File: src/sv/rtpes_pkg.sv
// Shared types and constants for the RTP elementary stream packetizer.
// Used by the front, queue, back and top-level modules. No dependencies.
package rtpes_pkg;

  localparam int FrameLengthBits = 24;
  localparam int HeaderBytes     = 12;
  localparam int HdrIdxBits      = $clog2(HeaderBytes + 1);
  localparam int QueueDepth      = 2;
  localparam int QueuePtrBits    = $clog2(QueueDepth);
  localparam int QueueCntBits    = $clog2(QueueDepth + 1);

  localparam logic [15:0] MinPacketSize  = 16'(HeaderBytes + 1);
  localparam logic [15:0] ResetPktCap    = 16'(1400 - HeaderBytes);
  localparam logic [6:0]  ResetPayloadTy = 7'd96;
  localparam logic [7:0]  RtpVersionByte = 8'h80;

  typedef enum logic [1:0] {
    RegMaxPacketSize = 2'd0,
    RegPayloadType   = 2'd1,
    RegStartSequence = 2'd2,
    RegSourceId      = 2'd3
  } cfg_reg_e;

  // One accepted byte after classification by the front.
  typedef struct packed {
    logic [7:0]  data;
    logic        hdr;
    logic        mark;
    logic [15:0] seq;
    logic [31:0] ts;
    logic        pkt_last;
    logic        frame_end;
  } q_entry_t;

endpackage

File: src/sv/rtp_elementary_stream_packetizer.sv
// RTP elementary stream packetizer, top level with configuration registers.
// An accepted byte is written into the queue, then loaded into the back's output register.
// Throughput: one output byte per cycle while out_ready_i is high; a byte that
// opens a packet yields 13 output bytes, so the input stalls once the queue fills.
// Reset: asynchronous, active low; clears all counters and the queue and
// loads the register defaults (1400, 96, 0, 0). Depends on rtpes_pkg.
module rtp_elementary_stream_packetizer import rtpes_pkg::*; (
  input  logic                       clk_i,
  input  logic                       rst_ni,
  input  logic                       in_valid_i,
  output logic                       in_ready_o,
  input  logic [7:0]                 data_byte_i,
  input  logic                       frame_start_i,
  input  logic [FrameLengthBits-1:0] frame_length_i,
  input  logic [31:0]                frame_timestamp_i,
  output logic                       out_valid_o,
  input  logic                       out_ready_i,
  output logic [7:0]                 out_byte_o,
  output logic                       packet_first_o,
  output logic                       packet_last_o,
  output logic                       frame_end_o,
  input  logic                       cfg_we_i,
  input  logic [1:0]                 cfg_index_i,
  input  logic [31:0]                cfg_wdata_i
);

  logic [15:0] pkt_cap_q;
  logic [6:0]  payload_type_q;
  logic [31:0] source_id_q;
  logic [15:0] size_clamped;
  logic        seq_load;
  logic        push, pop, q_full, q_empty;
  q_entry_t    entry, head;

  // The packet size register is kept as the payload capacity per packet.
  assign size_clamped = (cfg_wdata_i[15:0] < MinPacketSize) ? MinPacketSize
                                                            : cfg_wdata_i[15:0];
  assign seq_load = cfg_we_i && (cfg_reg_e'(cfg_index_i) == RegStartSequence);

  always_ff @(posedge clk_i or negedge rst_ni) begin
    if (!rst_ni) begin
      pkt_cap_q      <= ResetPktCap;
      payload_type_q <= ResetPayloadTy;
      source_id_q    <= '0;
    end else if (cfg_we_i) begin
      unique case (cfg_reg_e'(cfg_index_i))
        RegMaxPacketSize: pkt_cap_q      <= size_clamped - 16'(HeaderBytes);
        RegPayloadType:   payload_type_q <= cfg_wdata_i[6:0];
        RegSourceId:      source_id_q    <= cfg_wdata_i;
        default: ;
      endcase
    end
  end

  rtpes_front u_front (
    .clk_i,
    .rst_ni,
    .in_valid_i,
    .in_ready_o,
    .data_byte_i,
    .frame_start_i,
    .frame_length_i,
    .frame_timestamp_i,
    .pkt_cap_i   (pkt_cap_q),
    .seq_load_i  (seq_load),
    .seq_value_i (cfg_wdata_i[15:0]),
    .q_full_i    (q_full),
    .push_o      (push),
    .entry_o     (entry)
  );

  rtpes_queue u_queue (
    .clk_i,
    .rst_ni,
    .push_i  (push),
    .entry_i (entry),
    .full_o  (q_full),
    .pop_i   (pop),
    .empty_o (q_empty),
    .head_o  (head)
  );

  rtpes_back u_back (
    .clk_i,
    .rst_ni,
    .empty_i        (q_empty),
    .head_i         (head),
    .pop_o          (pop),
    .payload_type_i (payload_type_q),
    .source_id_i    (source_id_q),
    .out_valid_o,
    .out_ready_i,
    .out_byte_o,
    .packet_first_o,
    .packet_last_o,
    .frame_end_o
  );

endmodule

File: src/sv/rtpes_front.sv
// Front of the packetizer: accepts input bytes, tracks frame and packet
// counts and the sequence number, and classifies each byte. Uses rtpes_pkg.
module rtpes_front import rtpes_pkg::*; (
  input  logic                       clk_i,
  input  logic                       rst_ni,
  input  logic                       in_valid_i,
  output logic                       in_ready_o,
  input  logic [7:0]                 data_byte_i,
  input  logic                       frame_start_i,
  input  logic [FrameLengthBits-1:0] frame_length_i,
  input  logic [31:0]                frame_timestamp_i,
  input  logic [15:0]                pkt_cap_i,
  input  logic                       seq_load_i,
  input  logic [15:0]                seq_value_i,
  input  logic                       q_full_i,
  output logic                       push_o,
  output q_entry_t                   entry_o
);

  logic [FrameLengthBits-1:0] frame_left_q, frame_left_d, frame_eff, frame_new;
  logic [15:0]                pkt_left_q, pkt_left_d, pkt_eff, pkt_new, pay;
  logic [15:0]                seq_q, seq_d;
  logic [31:0]                ts_q, ts_d;
  logic                       accept, hdr, cap_covers;

  assign in_ready_o = !q_full_i;
  assign accept     = in_valid_i && in_ready_o;

  always_comb begin
    frame_eff  = frame_start_i ? frame_length_i : frame_left_q;
    pkt_eff    = frame_start_i ? 16'd0 : pkt_left_q;
    ts_d       = frame_start_i ? frame_timestamp_i : ts_q;
    hdr        = (pkt_eff == 16'd0);
    // The rest of the frame fits into one packet when it does not exceed the cap.
    cap_covers = (frame_eff <= FrameLengthBits'(pkt_cap_i));
    pay        = cap_covers ? frame_eff[15:0] : pkt_cap_i;
    pkt_new    = (hdr ? pay : pkt_eff) - 16'd1;
    frame_new  = frame_eff - FrameLengthBits'(1);

    push_o             = accept && (frame_eff != '0);
    entry_o.data       = data_byte_i;
    entry_o.hdr        = hdr;
    entry_o.mark       = cap_covers;
    entry_o.seq        = seq_q;
    entry_o.ts         = ts_d;
    entry_o.pkt_last   = (pkt_new == 16'd0);
    entry_o.frame_end  = (frame_new == '0);

    frame_left_d = frame_left_q;
    pkt_left_d   = pkt_left_q;
    seq_d        = seq_q;
    if (seq_load_i) begin
      seq_d = seq_value_i;
    end
    if (accept) begin
      if (frame_eff == '0) begin
        frame_left_d = frame_eff;
        pkt_left_d   = pkt_eff;
      end else begin
        frame_left_d = frame_new;
        pkt_left_d   = pkt_new;
        if (hdr) begin
          seq_d = seq_q + 16'd1;
        end
      end
    end
  end

  always_ff @(posedge clk_i or negedge rst_ni) begin
    if (!rst_ni) begin
      frame_left_q <= '0;
      pkt_left_q   <= '0;
      seq_q        <= '0;
      ts_q         <= '0;
    end else begin
      frame_left_q <= frame_left_d;
      pkt_left_q   <= pkt_left_d;
      seq_q        <= seq_d;
      if (accept) begin
        ts_q <= ts_d;
      end
    end
  end

  // A packet never outlasts its frame, so the frame's last byte closes a packet.
  assert property (@(posedge clk_i) disable iff (!rst_ni)
    push_o && entry_o.frame_end |-> entry_o.pkt_last)
    else $error("frame end without packet end");

  // Within a packet, the packet count never exceeds the frame count.
  assert property (@(posedge clk_i) disable iff (!rst_ni)
    FrameLengthBits'(pkt_left_q) <= frame_left_q)
    else $error("packet count exceeds frame count");

endmodule

File: src/sv/rtpes_queue.sv
// Short queue of classified bytes between the front and the back.
// Register-based, depth from rtpes_pkg.
module rtpes_queue import rtpes_pkg::*; (
  input  logic     clk_i,
  input  logic     rst_ni,
  input  logic     push_i,
  input  q_entry_t entry_i,
  output logic     full_o,
  input  logic     pop_i,
  output logic     empty_o,
  output q_entry_t head_o
);

  q_entry_t                mem_q [QueueDepth];
  logic [QueuePtrBits-1:0] wptr_q, rptr_q;
  logic [QueueCntBits-1:0] cnt_q;
  logic                    do_push, do_pop;

  assign full_o  = (cnt_q == QueueCntBits'(QueueDepth));
  assign empty_o = (cnt_q == '0);
  assign head_o  = mem_q[rptr_q];
  assign do_push = push_i && !full_o;
  assign do_pop  = pop_i && !empty_o;

  always_ff @(posedge clk_i or negedge rst_ni) begin
    if (!rst_ni) begin
      wptr_q <= '0;
      rptr_q <= '0;
      cnt_q  <= '0;
    end else begin
      if (do_push) begin
        wptr_q <= (wptr_q == QueuePtrBits'(QueueDepth - 1)) ? '0 : wptr_q + 1'b1;
      end
      if (do_pop) begin
        rptr_q <= (rptr_q == QueuePtrBits'(QueueDepth - 1)) ? '0 : rptr_q + 1'b1;
      end
      if (do_push && !do_pop) begin
        cnt_q <= cnt_q + QueueCntBits'(1);
      end else if (do_pop && !do_push) begin
        cnt_q <= cnt_q - QueueCntBits'(1);
      end
    end
  end

  always_ff @(posedge clk_i) begin
    if (do_push) begin
      mem_q[wptr_q] <= entry_i;
    end
  end

  assert property (@(posedge clk_i) disable iff (!rst_ni)
    cnt_q <= QueueCntBits'(QueueDepth))
    else $error("queue count out of range");

  assert property (@(posedge clk_i) disable iff (!rst_ni)
    push_i |-> !full_o)
    else $error("request pushed into a full queue");

endmodule

File: src/sv/rtpes_back.sv
// Back of the packetizer: expands queued bytes into header and payload bytes
// and holds them in an output register. Uses rtpes_pkg.
module rtpes_back import rtpes_pkg::*; (
  input  logic        clk_i,
  input  logic        rst_ni,
  input  logic        empty_i,
  input  q_entry_t    head_i,
  output logic        pop_o,
  input  logic [6:0]  payload_type_i,
  input  logic [31:0] source_id_i,
  output logic        out_valid_o,
  input  logic        out_ready_i,
  output logic [7:0]  out_byte_o,
  output logic        packet_first_o,
  output logic        packet_last_o,
  output logic        frame_end_o
);

  logic [HdrIdxBits-1:0] idx_q;
  logic                  out_valid_q;
  logic [7:0]            byte_q, hdr_byte;
  logic                  first_q, last_q, fend_q;
  logic                  load, hdr_phase;

  assign load      = (!out_valid_q || out_ready_i) && !empty_i;
  assign hdr_phase = head_i.hdr && (idx_q != HdrIdxBits'(HeaderBytes));
  assign pop_o     = load && !hdr_phase;

  always_comb begin
    unique case (idx_q)
      4'd0:    hdr_byte = RtpVersionByte;
      4'd1:    hdr_byte = {head_i.mark, payload_type_i};
      4'd2:    hdr_byte = head_i.seq[15:8];
      4'd3:    hdr_byte = head_i.seq[7:0];
      4'd4:    hdr_byte = head_i.ts[31:24];
      4'd5:    hdr_byte = head_i.ts[23:16];
      4'd6:    hdr_byte = head_i.ts[15:8];
      4'd7:    hdr_byte = head_i.ts[7:0];
      4'd8:    hdr_byte = source_id_i[31:24];
      4'd9:    hdr_byte = source_id_i[23:16];
      4'd10:   hdr_byte = source_id_i[15:8];
      4'd11:   hdr_byte = source_id_i[7:0];
      default: hdr_byte = '0;
    endcase
  end

  always_ff @(posedge clk_i or negedge rst_ni) begin
    if (!rst_ni) begin
      out_valid_q <= 1'b0;
      idx_q       <= '0;
    end else if (load) begin
      out_valid_q <= 1'b1;
      idx_q       <= hdr_phase ? idx_q + HdrIdxBits'(1) : '0;
    end else if (out_ready_i) begin
      out_valid_q <= 1'b0;
    end
  end

  always_ff @(posedge clk_i) begin
    if (load) begin
      byte_q  <= hdr_phase ? hdr_byte : head_i.data;
      first_q <= hdr_phase && (idx_q == '0);
      last_q  <= !hdr_phase && head_i.pkt_last;
      fend_q  <= !hdr_phase && head_i.frame_end;
    end
  end

  assign out_valid_o    = out_valid_q;
  assign out_byte_o     = byte_q;
  assign packet_first_o = first_q;
  assign packet_last_o  = last_q;
  assign frame_end_o    = fend_q;

  assert property (@(posedge clk_i) disable iff (!rst_ni)
    idx_q <= HdrIdxBits'(HeaderBytes))
    else $error("header index out of range");

  // The first header byte of every packet carries the RTP version.
  assert property (@(posedge clk_i) disable iff (!rst_ni)
    out_valid_q && first_q |-> byte_q == RtpVersionByte && !last_q && !fend_q)
    else $error("bad first header byte");

endmodule
File: config.mk
export PLATFORM = sky130hd
export DESIGN_NAME = rtp_elementary_stream_packetizer
export DESIGN_NICKNAME = d
export VERILOG_FILES = /design/src/sv/rtpes_pkg.sv /design/src/sv/rtp_elementary_stream_packetizer.sv /design/src/sv/rtpes_front.sv /design/src/sv/rtpes_queue.sv /design/src/sv/rtpes_back.sv
export SDC_FILE = /design/constraint.sdc
export NUM_CORES = 1
export LEC_CHECK = 0
export BUFFER_PORTS_ARGS = -buffer_cell sky130_fd_sc_hd__buf_2
export CORE_MARGIN = 3
export CORE_UTILIZATION = 60
export DETAILED_ROUTE_END_ITERATION = 10
export GPL_TIMING_DRIVEN = 1
export HOLD_SLACK_MARGIN = 0.03
export PLACE_DENSITY = 0.91
export SKIP_CTS_REPAIR_TIMING = 1
export SLEW_MARGIN = 15
export SYNTH_ARGS = -nofsm -noshare
export SYNTH_HDL_FRONTEND = slang
export SYNTH_SLANG_ARGS = --single-unit
File: constraint.sdc
create_clock -name clk_i -period 9.6 [get_ports clk_i]
set_input_delay 1.92 -clock clk_i [delete_from_list [all_inputs] [get_ports clk_i]]
set_output_delay 1.92 -clock clk_i [all_outputs]
set_load 0.02 [all_outputs]
==> metrics <==
iteration-0 DRC count of the detailed router=1485; clock network fraction of total power=23.4%; instance area at placement=0.0154 mm²; CP endpoint kind=flip-flop; Clock Skew=0.0212 ns; kind of cell with the highest combined delay on the critical path=simple AND/OR/NAND/NOR gates; critical path startpoint category=primary input; Max-cap violations=0; routed vias=11.3k; hold crit path type=reg2reg; Rows=56; Seq cells post-synth=283; power density relative to cell area=288 mW/mm²; drc violations=0; total of warnings raised by yosys=0; switching share of total power=37.2%; vias in the first global route=11.1k; Critical Path RT=10.06 ns; adder-cell share of the synthesized area=2.31%; fraction of the yosys area taken by sequential cells=53.0%; number of different library cells in the post-synthesis netlist=87; IO buf count=116; cell chosen for the clock root=clkbuf_16; compound-cell area share of the yosys netlist=13.6%; Total Negative Setup Slacks=0 ns; IO Count=117; VDD IR-drop max=209 µV; Internal Pwr Total=2.96 mW; crit path kind=in2reg; number of synthesized flops with an enable pin=131; final global-route overflow total=0; sequential group share of total power=43.0%; fraction of synthesized cell area in xor and xnor cells=2.93%; Clock Latency Late Sink=0.57 ns; area of the placeable core=0.0237 mm²; main combinational cell family by area after synthesis=compound AO/OA/AOI/OAI gates; final standard cell utilization of the core=69.0%; area share of the largest cell type after synthesis=26.9%; proportion of layout cells with a drive suffix above 1=25.2%; average instance area after synthesis=11.6 µm²; fill cell total of the finished layout=1651; status=finished, final reports clean; total track usage=30.4%; final instance area=0.0163 mm²; series of cell instances along the critical path=buf_4 -> buf_4 -> nor4_4 -> o21ai_2 -> nor2_2 -> nand3_1 -> nand2_1 -> buf_4 -> inv_2 -> nand2_1 -> nor3_1 -> a211oi_1 -> a311oi_1; net total in the final layout=1489; CP Data Arrival Time=6.86 ns; leakage power total=6.40 nW; Post-DP HPWL=27.8 mm; largest net degree at the start of global routing=81; first-pass iteration count of the detailed router=9; basic-gate share of the synthesized area counting and, or, nand and nor cells=12.7%; Max transition margin=22.9%; total net switching power=1.75 mW; antenna violations before repair=2; TritonCTS clock tree=yes; top achievable clock speed=156 MHz; H-tree depth=1; part of the cycle the worst path needs=66.7%; maximum fanout along the worst path=51; area delta synth->final=11.7%; global-route wire length before repair=62.7 mm; highest cell delay on the worst timing path=1.00 ns; library cell with the largest summed area after synthesis=edfxtp_1; clk sinks=283; clock tree buffer depth=3; Cells after Synth=1265; net count after synthesis=1396; Hold Fails Final Rpt=0; share of flip-flops with an asynchronous set or reset=53.7%; worst slack after detailed placement=2.92 ns; final critical delay including setup and external delays=6.40 ns; ranking of synthesized cells by area=edfxtp_1 27%, dfrtp_1 25%, mux2_2 9.2%, nand2_1 2.9%, o21ai_0 2.9%; horizontal extent of the die=162 µm; cell with the largest stage delay on the worst path=nor3_1; area occupied by multi-input gates=0.00644 mm²; RSZ-0062 raised after global routing=no; cell occurring most often along the worst timing path=buf_4; Register Area=0.00775 mm²; number of CTS-inserted buffers=29; clock transition time at the flip-flop clock pins of the worst setup and hold paths=0.06 ns; slew at the pin closest to its max-slew limit=1.15 ns; cell area after synthesis=0.0146 mm²; final RePlAce weighted congestion=0.974; predominant post-synthesis flop cell=dfrtp_1; total detailed-routing wirelength=40.3 mm; crit path setup slack, layout=3.20 ns; Comb power frac=33.6%; DIE HEIGHT=162 µm; multiplexer share of the synthesized area=12.3%; via density per instance=6.61; total of endpoints with negative setup slack in the final report=0; area of the die=0.0263 mm²; count of antenna-violating nets left after detailed routing=0; wire per inst=23.7 µm; Buf/Inv on CP=4; initial core utilization=61.8%; pins over their slew limit=0
==> worst paths after layout <==
| check | start | end | slack, ns | cells after the start |
|---|---|---|---|---|
| max in group asynchronous | rst_ni | u_queue.rptr_q | 6.71 | 2 |
| hold / removal | u_front.frame_left_q[15] | u_front.frame_left_q[15] | 0.50 | 2 |
| setup reg to reg | u_front.frame_left_q[0] | u_front.seq_q[6] | 4.89 | 11 |
| hold reg to reg | u_front.frame_left_q[15] | u_front.frame_left_q[15] | 0.50 | 2 |
| setup / recovery | frame_start_i | u_front.seq_q[6] | 3.20 | 13 |
| min in group asynchronous | rst_ni | pkt_cap_q[9] | 1.39 | 1 |
==> cells in the mapped netlist (all sizes together) (3+ instances only) <==
cell     number
nor3         27
nor4         30
a311oi        7
a21oi        31
a221oi       12
nor2b         5
mux2        121
a22o         13
o31ai        11
dfrtp       144
or3           8
or2           4
a22oi        22
o22ai         4
o2111ai       6
and2         15
a32o          5
buf          22
and3         10
xnor2        31
nor3b         9
edfxtp      131
o21ai       100
mux2i        40
a31oi        12
nand2b        7
ha           27
nor2         71
dfstp         8
clkbuf       41
o311ai        3
xor2         18
nand2       114
inv          43
a32oi         9
nand4        19
o211ai       14
or4           3
a211oi       18
nand3        24
==> layout by cell type (no fill, tap or decap), types with 11 or more instances in the layout <==
cell,netlist,routed
o21ai_0,84,84
inv_1,40,40
edfxtp_1,131,131
xor2_1,18,18
nand3_1,23,23
ha_1,27,27
a221oi_1,12,12
a21oi_1,28,28
nand2_1,113,112
nand4_1,17,17
nor2_1,69,68
o31ai_1,11,11
buf_2,7,114
a22o_1,13,13
clkbuf_16,0,29
and2_1,13,13
nor3_1,24,24
mux2_2,120,120
a211oi_1,18,18
a31oi_1,12,12
nor4_1,24,24
a22oi_1,22,22
mux2i_1,36,36
o211ai_1,14,14
xnor2_1,31,31
o21ai_1,14,13
dfrtp_1,144,143
==> sequential cells by signal, indices dropped and copies added, names as in the netlist, 2 cells and up <==
| register | flops |
|---|---|
| u_front.frame_left_q | 24 |
| u_queue.mem_q | 120 |
| u_queue.cnt_q | 2 |
| source_id_q | 32 |
| u_front.seq_q | 16 |
| u_back.idx_q | 4 |
| payload_type_q | 7 |
| u_front.pkt_left_q | 16 |
| u_front.ts_q | 32 |
| u_back.out_byte_o | 8 |
| pkt_cap_q | 16 |
==> cell families after synthesis <==
| family | Yosys count |
|---|---|
| XOR/XNOR | 49 |
| AO/OA/AOI/OAI | 286 |
| buffers and inverters | 106 |
| flip-flops | 283 |
| multiplexers | 161 |
| AND/OR/NAND/NOR | 353 |
| adder cells (fa/ha/maj) | 27 |
==> layout make-up <==
class                   count  area share, %
inverters                  43          0.988
clock buffers              35           4.64
flip-flops and latches    283           47.4
diodes                      1         0.0153
clock inverters            19           1.03
repair buffers            125           4.02
well taps                 319           2.44
multi-input cells         876           39.4
==> worst min-delay path, delay by kind of cell, from the launching register on <==
kind	cells	cell delay [ns]
flip-flops	1	0.35
AO/OA/AOI/OAI	1	0.06
AND/OR/NAND/NOR	1	0.05
==> routing by layer <==
metal / track usage (%) / wire [µm]
met3: 6.45 / 4370
met4: 9.54 / 1260
met1: 42.7 / 16100
met5: 0 / 11
met2: 47.9 / 18500
==> power by group through the flow <==
| stage | registers (mW) | clock network [mW] | logic (mW) |
|---|---|---|---|
| detailed placement | 2.02 | 0 | 1.53 |
| global route | 2.06 | 1.17 | 1.71 |
| floorplan | 1.96 | 0 | 1.10 |
| CTS | 2.01 | 1.11 | 1.55 |
| finish | 2.03 | 1.10 | 1.58 |
| global placement | 1.99 | 0 | 1.47 |
==> stage by stage <==
step / hold WS (ns) / power [mW] / instances
floorplan: 0.446 / 3.06 / 1265
global placement: 0.464 / 3.47 / 1646
detailed placement: 0.481 / 3.55 / 1646
CTS: 0.497 / 4.67 / 1700
global route: 0.525 / 4.94 / 1700
finish: 0.497 / 4.71 / 1701
Power figures use the tool's default switching activity.
